===== src/rtl/stt_pkg.sv =====
// ----------------------------------------------------------------------------
// stt_pkg: shared types and constants of the session token table
// slot count, field widths, status codes and controller/datapath interface
// ----------------------------------------------------------------------------
package stt_pkg;

    localparam int SLOTS      = 64;
    localparam int SLOT_W     = (SLOTS > 1) ? $clog2(SLOTS) : 1;
    localparam int TOKEN_W    = 256;
    localparam int TIME_W     = 32;
    localparam int OUT_SLOT_W = 6;
    localparam int IN_DATA_W  = 552;
    localparam int OUT_DATA_W = 40;

    localparam logic [SLOT_W-1:0] LAST_SLOT = SLOT_W'(SLOTS - 1);

    localparam logic [31:0] SESSION_LENGTH_RST = 32'd28800;
    localparam logic [3:0]  FAILURE_LIMIT_RST  = 4'd5;
    localparam logic [15:0] LOCKOUT_LENGTH_RST = 16'd60;

    localparam logic [1:0] KIND_LOGIN  = 2'd1;
    localparam logic [1:0] KIND_LOGOUT = 2'd2;

    localparam logic [1:0] CFG_SESSION_LENGTH = 2'd0;
    localparam logic [1:0] CFG_FAILURE_LIMIT  = 2'd1;
    localparam logic [1:0] CFG_LOCKOUT_LENGTH = 2'd2;

    typedef enum logic [2:0] {
        ST_SIGNED_IN      = 3'd0,
        ST_NOT_SIGNED_IN  = 3'd1,
        ST_LOGIN_ACCEPTED = 3'd2,
        ST_LOGIN_REJECTED = 3'd3,
        ST_LOCKED_OUT     = 3'd4,
        ST_LOGGED_OUT     = 3'd5
    } status_t;

    typedef struct packed {
        logic start_look;
        logic start_min;
        logic clear_match;
        logic commit_login;
        logic finish;
    } cmd_t;

    typedef struct packed {
        logic scan_done;
        logic out_free;
        logic login_ok;
        logic logout;
    } stat_t;

endpackage


===== src/rtl/stt_ctrl.sv =====
// ----------------------------------------------------------------------------
// stt_ctrl: sequencer of the session token table
// steps a request through lookup and slot release; an accepted login adds minimum search and commit
// ----------------------------------------------------------------------------
module stt_ctrl
    import stt_pkg::*;
(
    input  logic  clk,
    input  logic  rst_n,
    input  logic  s_tvalid,
    output logic  s_tready,
    input  stat_t stat,
    output cmd_t  cmd
);

    typedef enum logic [5:0] {
        S_IDLE   = 6'b000001,
        S_LOOK   = 6'b000010,
        S_CLEAR  = 6'b000100,
        S_MIN    = 6'b001000,
        S_WRITE  = 6'b010000,
        S_FINISH = 6'b100000
    } state_t;

    state_t state_reg;
    state_t state_next;

    assign s_tready = (state_reg == S_IDLE);

    always_comb
    begin
        state_next = state_reg;
        cmd        = '0;
        unique case (state_reg)
            S_IDLE:
            begin
                if (s_tvalid)
                begin
                    cmd.start_look = 1'b1;
                    state_next     = S_LOOK;
                end
            end
            S_LOOK:
            begin
                if (stat.scan_done)
                begin
                    state_next = S_CLEAR;
                end
            end
            S_CLEAR:
            begin
                cmd.clear_match = stat.login_ok | stat.logout;
                cmd.start_min   = stat.login_ok;
                state_next      = stat.login_ok ? S_MIN : S_FINISH;
            end
            S_MIN:
            begin
                if (stat.scan_done)
                begin
                    state_next = S_WRITE;
                end
            end
            S_WRITE:
            begin
                cmd.commit_login = 1'b1;
                state_next       = S_FINISH;
            end
            S_FINISH:
            begin
                if (stat.out_free)
                begin
                    cmd.finish = 1'b1;
                    state_next = S_IDLE;
                end
            end
            default:
            begin
                state_next = S_IDLE;
            end
        endcase
    end

    always_ff @(posedge clk or negedge rst_n)
    begin
        if (!rst_n)
        begin
            state_reg <= S_IDLE;
        end
        else
        begin
            state_reg <= state_next;
        end
    end

endmodule


===== config.mk =====
export PLATFORM = sky130hd
export DESIGN_NAME = stt_ctrl
export DESIGN_NICKNAME = d
export VERILOG_FILES = /design/src/rtl/stt_pkg.sv /design/src/rtl/stt_ctrl.sv
export SDC_FILE = /design/constraint.sdc
export NUM_CORES = 1
export LEC_CHECK = 0
export ABC_AREA = 0
export BUFFER_PORTS_ARGS = -buffer_cell sky130_fd_sc_hd__buf_2
export CELL_PAD_IN_SITES_DETAIL_PLACEMENT = 1
export CELL_PAD_IN_SITES_GLOBAL_PLACEMENT = 2
export CORE_ASPECT_RATIO = 0.9
export CORE_MARGIN = 2
export CORE_UTILIZATION = 29
export DETAILED_ROUTE_END_ITERATION = 6
export PLACE_DENSITY_LB_ADDON = 0.1
export SLEW_MARGIN = 20
export SYNTH_ARGS = -nofsm -noshare
export SYNTH_HDL_FRONTEND = slang
export SYNTH_SLANG_ARGS = --single-unit
export TNS_END_PERCENT = 5

===== constraint.sdc =====
create_clock -name clk -period 4.33 [get_ports clk]
set_input_delay 0.433 -clock clk [delete_from_list [all_inputs] [get_ports clk]]
set_output_delay 0.433 -clock clk [all_outputs]
set_load 0.01 [all_outputs]

==> flow_metrics.env, run 1 <==
export IMPL_wire_per_inst_um=12.8
export IMPL_synth_area_um2=425
export IMPL_worst_slack_ns=2.18
export IMPL_core_mm2=0.00142
export IMPL_nets=70
export IMPL_synthCells=48
export IMPL_slew_headroom_pct=77.5
export IMPL_worst_path_max_fanout=6
export IMPL_grt_antenna_before_repair=0
export IMPL_dpl_hpwl_um=829
export IMPL_ys_seq_area_share_pct=35.6
export IMPL_grt_pass1_vias=382
export IMPL_crit_arrival_ns=1.72
export IMPL_status="finished, final reports clean"
export IMPL_synth_fp_nets=55
export IMPL_yosys_warnings=0
export IMPL_drt_total_wl_um=985
export IMPL_portBuffers=12
export IMPL_root_buffer="clkbuf_4"
export IMPL_antenna_cells=0
export IMPL_antenna_left=0
export IMPL_vias=387
export IMPL_die_y_um=40.3
export IMPL_die_w_um=44.4
export IMPL_via_per_inst=5.03
export IMPL_clk_pin_slew_worst_paths_ns=0.05
export IMPL_rows=13
export IMPL_rsz0062_at_grt="no"
export IMPL_synth_seq_cells=6
export IMPL_largest_register_ff_count=6
export IMPL_setup_viol=0
export IMPL_timing_rr_end="state_reg[0]"
export IMPL_cellPowerDensity_mw_per_mm2=572
export IMPL_drive_above_1_share_pct=37.1
export IMPL_drtPass1Iterations=2
export IMPL_start_kind="flop"
export IMPL_synth_top_family_by_area="simple AND/OR/NAND/NOR gates"
export IMPL_drt_iter0_drc=10
export IMPL_drv_cap=0
export IMPL_synth_ff_type="dfrtp_1"
export IMPL_required_ns=3.90
export IMPL_whs_ns=0.535
export IMPL_synth_cell_types=25
export IMPL_avgSynthCellArea_um2=8.86
export IMPL_drc=0
export IMPL_async_reset_ff_share_pct=100
export IMPL_cts_sinks=6
export IMPL_synth_area_leaders="dfrtp_1, nor2_1, dfstp_2"
export IMPL_tightest_slew_ns=0.334
export IMPL_yosys_area_top_type="dfrtp_1"
export IMPL_cts_made_buffers=3
export IMPL_gp_congestion=0.685
export IMPL_start_util_pct=30.1
export IMPL_finalHoldViolCount=0
export IMPL_dpl_cell_count=72
export IMPL_fin_tns_setup_ns=0
export IMPL_muxShareOfSynthArea_pct=0
export IMPL_fin_skew_ns=0.00579
export IMPL_end_kind="output port"
export IMPL_dieArea_mm2=0.00179
export IMPL_worstSkewPairLatency_ns=0.24
export IMPL_finalNonFillerCells=77
export IMPL_synth_xor_area_share_pct=4.12
export IMPL_min_period_over_period_pct=49.7
export IMPL_power_leakage_nw=0.272
export IMPL_synth_most_common_cell="nor2_1"
export IMPL_synth_edf_count=0
export IMPL_synth_adder_area_share_pct=0
export IMPL_slew_viol_final=0
export IMPL_place_area_um2=474
export IMPL_ir_drop_mv=0.259
export IMPL_ctsLongestPathBuffers=2
export IMPL_grt_pass1_wl_um=1760
export IMPL_dp_slack_ns=2.42
export IMPL_yosysTopAreaCellShare_pct=29.4
export IMPL_regToRegSetupSlack_ns=2.83
export IMPL_netlist_top_cells_count="nor2_1, dfrtp_1, inv_1, nor3_1, o21ai_0"
export IMPL_period_minus_slack_ns=2.15
export IMPL_rr_worst_depth=4
export IMPL_synthSimpleGateAreaFrac_pct=39.7
export IMPL_grt_max_degree=9
export IMPL_grt_overflow_total=0
export IMPL_finalInstanceArea_um2=510
export IMPL_r2r_start="state_reg[3]"
export IMPL_synthToLayoutAreaGrowth_pct=20.0
export IMPL_htreeDepth=1
export IMPL_grt_use_total_pct=13.7
export IMPL_cts_tree="done"
export IMPL_hp_class="primary input to async pin"
export IMPL_ioPinCount=13
export IMPL_crit_type="flop to output port"
export IMPL_synth_compound_area_share_pct=10.9
export IMPL_fmax_mhz=465
-- critical path, cell delays in order (launching register included) --
cell	delay (ns)
dfrtp_1	0.43
or4_4	0.57
nor3b_4	0.21
and2_2	0.16
buf_2	0.12
-- placed cells by master (no fill, tap or decap), types with 2 or more instances in the layout --
cell and n:
buf_2 12, nor2_1 9, dfrtp_1 5, inv_1 3, nor3_1 3, o21ai_0 3, clkbuf_4 3, and2b_2 2
nand3_1 2, nand2_1 2, xor2_1 2
-- metal layers --
metal  wire length (um)  GRT usage [%]  vias up
met5                  0              0        -
met4                  0           4.55        0
met3                 34           2.70        0
met2                490           21.7        9
met1                460           18.9      183
li1                   -              -      195
-- cell families after synthesis --
group | Yosys count
compound gates | 7
xor+xnor | 2
buf+inv | 6
flops | 6
simple gates | 27
-- repair_timing --
| action | in CTS | in global routing |
|---|---|---|
| gates resized for setup | 0 | 0 |
| setup endpoints to repair | 0 | 0 |
| buffers inserted | 0 | 0 |
| endpoints found under the hold margin | 3 | 0 |
| hold buffers | 1 | 0 |
-- layout make-up --
class                      count  area [um2]
inverter                       3        11.3
timing repair buffer          13        70.1
fill                         173         905
tap                           15        18.8
sequential                     6         151
multi-input combinational     36         233
clock buffer                   4        26.3
-- through the flow --
stage	util (%)	total power, mW
floorplan	-	0.217
global placement	33.5	0.238
detailed placement	33.5	0.242
CTS	36.1	0.299
global route	36.1	0.323
finish	36.1	0.292
-- power breakdown --
part	internal (mW)	switching [mW]	total [mW]	leakage [nW]
registers	0.0745	0.0274	0.102	0.0789
clock network	0.0348	0.0187	0.0535	0.0150
logic	0.0682	0.0684	0.137	0.178
total	0.178	0.114	0.292	0.272
-- worst max path at each step --
stage	cells after the start	to	start
floorplan	3	cmd[4]	state_reg[3]
global placement	4	cmd[4]	state_reg[3]
detailed placement	4	cmd[4]	state_reg[3]
CTS	4	cmd[4]	state_reg[3]
global route	4	cmd[4]	state_reg[3]
finish	4	cmd[4]	state_reg[3]
(Power assumes the default switching activity.)
==> run 2: changes to the inputs <==
- ABC_AREA: 0 -> 1
- CORE_UTILIZATION: 29 -> 24
- clock period: 4.33 -> 2.2 ns (I/O delays scaled with it)
==> flow_metrics.env, run 2 <==
export IMPL_status="finished, final reports clean"
export IMPL_end_kind="output port"
export IMPL_via_per_inst=4.10
export IMPL_ioPinCount=13
export IMPL_postCtsHoldBufs=1
export IMPL_yosysTopAreaCellShare_pct=30.6
export IMPL_hp_class="primary input to flop"
export IMPL_wire_per_inst_um=9.86
export IMPL_ctsResizeCount=0
export IMPL_synth_edf_count=0
export IMPL_start_util_pct=25.1
export IMPL_finalHoldViolCount=0
export IMPL_crit_arrival_ns=1.31
export IMPL_rr_worst_depth=7
export IMPL_synth_fp_nets=64
export IMPL_synth_compound_area_share_pct=4.28
export IMPL_required_ns=1.98
export IMPL_nets=81
export IMPL_antenna_cells=0
export IMPL_grt_pass1_wl_um=1590
export IMPL_synth_top_family_by_area="simple AND/OR/NAND/NOR gates"
export IMPL_timing_rr_end="state_reg[2]"
export IMPL_crit_type="flop to output port"
export IMPL_ir_drop_mv=0.298
export IMPL_slew_viol_final=0
export IMPL_synthSimpleGateAreaFrac_pct=45.0
export IMPL_largest_register_ff_count=6
export IMPL_rows=14
export IMPL_avgSynthCellArea_um2=7.18
export IMPL_critPathMaxStageDelay_ns=0.56
export IMPL_start_kind="flop"
export IMPL_worst_path_max_fanout=4
export IMPL_synth_seq_cells=6
export IMPL_htreeDepth=1
export IMPL_clk_pin_slew_worst_paths_ns=0.05
export IMPL_synth_area_leaders="dfrtp_1, inv_1, nor2_1"
export IMPL_fin_util_pct=32.4
export IMPL_synthToLayoutAreaGrowth_pct=29.1
export IMPL_drtPass1Iterations=2
export IMPL_core_mm2=0.00163
export IMPL_yosys_area_top_type="dfrtp_1"
export IMPL_cp_cell_sequence="inv_1, nor2_2, nand3_2, nor2_1, buf_2"
export IMPL_yosys_warnings=0
export IMPL_fill_cells=223
export IMPL_critical_path_top_delay_family="flip-flops"
export IMPL_drt_iter0_drc=1
export IMPL_synthCells=57
export IMPL_cellPowerDensity_mw_per_mm2=1060
export IMPL_grt_use_total_pct=11.8
export IMPL_fin_tns_setup_ns=0
export IMPL_synth_adder_area_share_pct=0
export IMPL_die_w_um=47.5
export IMPL_holdPathStages=2
export IMPL_die_y_um=43.2
export IMPL_power_mw=0.558
export IMPL_r2r_start="state_reg[0]"
export IMPL_dieArea_mm2=0.00205
export IMPL_vias=398
export IMPL_slew_headroom_pct=87.3
export IMPL_power_leakage_nw=0.310
export IMPL_postCtsSetupBuffers=0
export IMPL_drt_total_wl_um=956
export IMPL_period_minus_slack_ns=1.53
export IMPL_drive_above_1_share_pct=31.5
export IMPL_drc=0
export IMPL_setup_viol=0
export IMPL_portBuffers=12
export IMPL_cts_sinks=6
export IMPL_tightest_slew_ns=0.190
export IMPL_crit_slowest_cell="dfstp_2"
export IMPL_rsz0062_at_grt="no"
export IMPL_synth_cell_types=14
export IMPL_regToRegSetupSlack_ns=0.99
export IMPL_fin_skew_ns=0.00395
export IMPL_async_reset_ff_share_pct=100
export IMPL_cts_made_buffers=3
export IMPL_min_period_over_period_pct=69.6
export IMPL_grt_max_degree=8
export IMPL_muxShareOfSynthArea_pct=0
export IMPL_dpl_hpwl_um=804
export IMPL_seq_area_um2=151
export IMPL_cp_num_cells=5
export IMPL_cts_tree="done"
export IMPL_antenna_left=0
export IMPL_synth_xor_area_share_pct=0
export IMPL_gp_congestion=0.732
export IMPL_crit_path_start="state_reg[0]"
export IMPL_drv_cap=0
export IMPL_fmax_mhz=653
export IMPL_crit_end="cmd[4]"
export IMPL_synth_area_um2=409
export IMPL_grt_pass1_vias=369
export IMPL_crit_buf_inv=2
export IMPL_synth_ff_type="dfrtp_1"
export IMPL_multiInputGateArea_um2=201
export IMPL_ctsLongestPathBuffers=2
export IMPL_ys_seq_area_share_pct=37.0
export IMPL_worstSkewPairLatency_ns=0.25
export IMPL_netlist_top_cells_count="inv_1, nor2_1, dfrtp_1, nand2_1, nand3_1"
export IMPL_grt_antenna_before_repair=0
export IMPL_grt_overflow_total=0
export IMPL_final_cell_mix="inv_1, nor2_1, buf_2"
export IMPL_root_buffer="clkbuf_4"
-- run 2: cell count changes in the layout (fill, tap and decap cells not counted), sizes merged, moves of 3 or more --
cell / previous run / this run
inv: 3 / 13
nand2: 2 / 5
nand3: 2 / 7
nand4: 0 / 4
nor2: 9 / 18
nor3: 3 / 0
-- run 2: worst min path at each step --
stage | from | endpoint | slack, ns
after floorplan | rst_n | state_reg[1] | -0.08
after global placement | rst_n | state_reg[3] | 0.05
after detailed placement | rst_n | state_reg[2] | 0.05
after CTS | stat[1] | state_reg[5] | 0.22
after global routing | stat[1] | state_reg[5] | 0.26
final | stat[1] | state_reg[5] | 0.22
-- run 2: layout make-up --
cell class	instances	area share [%]
multi-input combinational	37	38.2
sequential	6	28.7
timing repair buffer	13	13.3
inverter	13	9.24
tap	24	5.69
clock buffer	4	4.98
-- run 2: stage by stage --
| step | hold slack, ns | std cells | worst slack (ns) | cell area [um2] |
|---|---|---|---|---|
| 2_1_floorplan | -0.0756 | 57 | 1.03 | 409 |
| 3_3_place_gp | 0.0517 | 92 | 0.949 | 492 |
| 3_5_place_dp | 0.0514 | 92 | 0.930 | 492 |
| 4_1_cts | 0.220 | 97 | 0.648 | 528 |
| 5_1_grt | 0.256 | 97 | 0.612 | 528 |
| 6_report | 0.220 | 97 | 0.669 | 528 |
-- run 2: kinds of logic (layout without fill, tap and decap cells) --
kind of cell / Yosys count / in the layout
buffers and inverters: 14 / 30
and+or+nand+nor: 34 / 34
AOI/OAI and AO/OA: 3 / 3
DFF: 6 / 6
-- run 2: where the power goes --
part | switching (mW) | internal, mW | total (mW)
logic | 0.166 | 0.0977 | 0.264
clock network | 0.0447 | 0.0690 | 0.114
registers | 0.0338 | 0.147 | 0.180
-- run 2: routing by layer --
layer / up-vias / track usage (%) / share of wire, %
met4: 0 / 11.7 / 4.7
met5: - / 0 / 0
met3: 5 / 2.55 / 5.9
li1: 211 / - / -
met2: 15 / 15.7 / 41
met1: 167 / 14.6 / 49
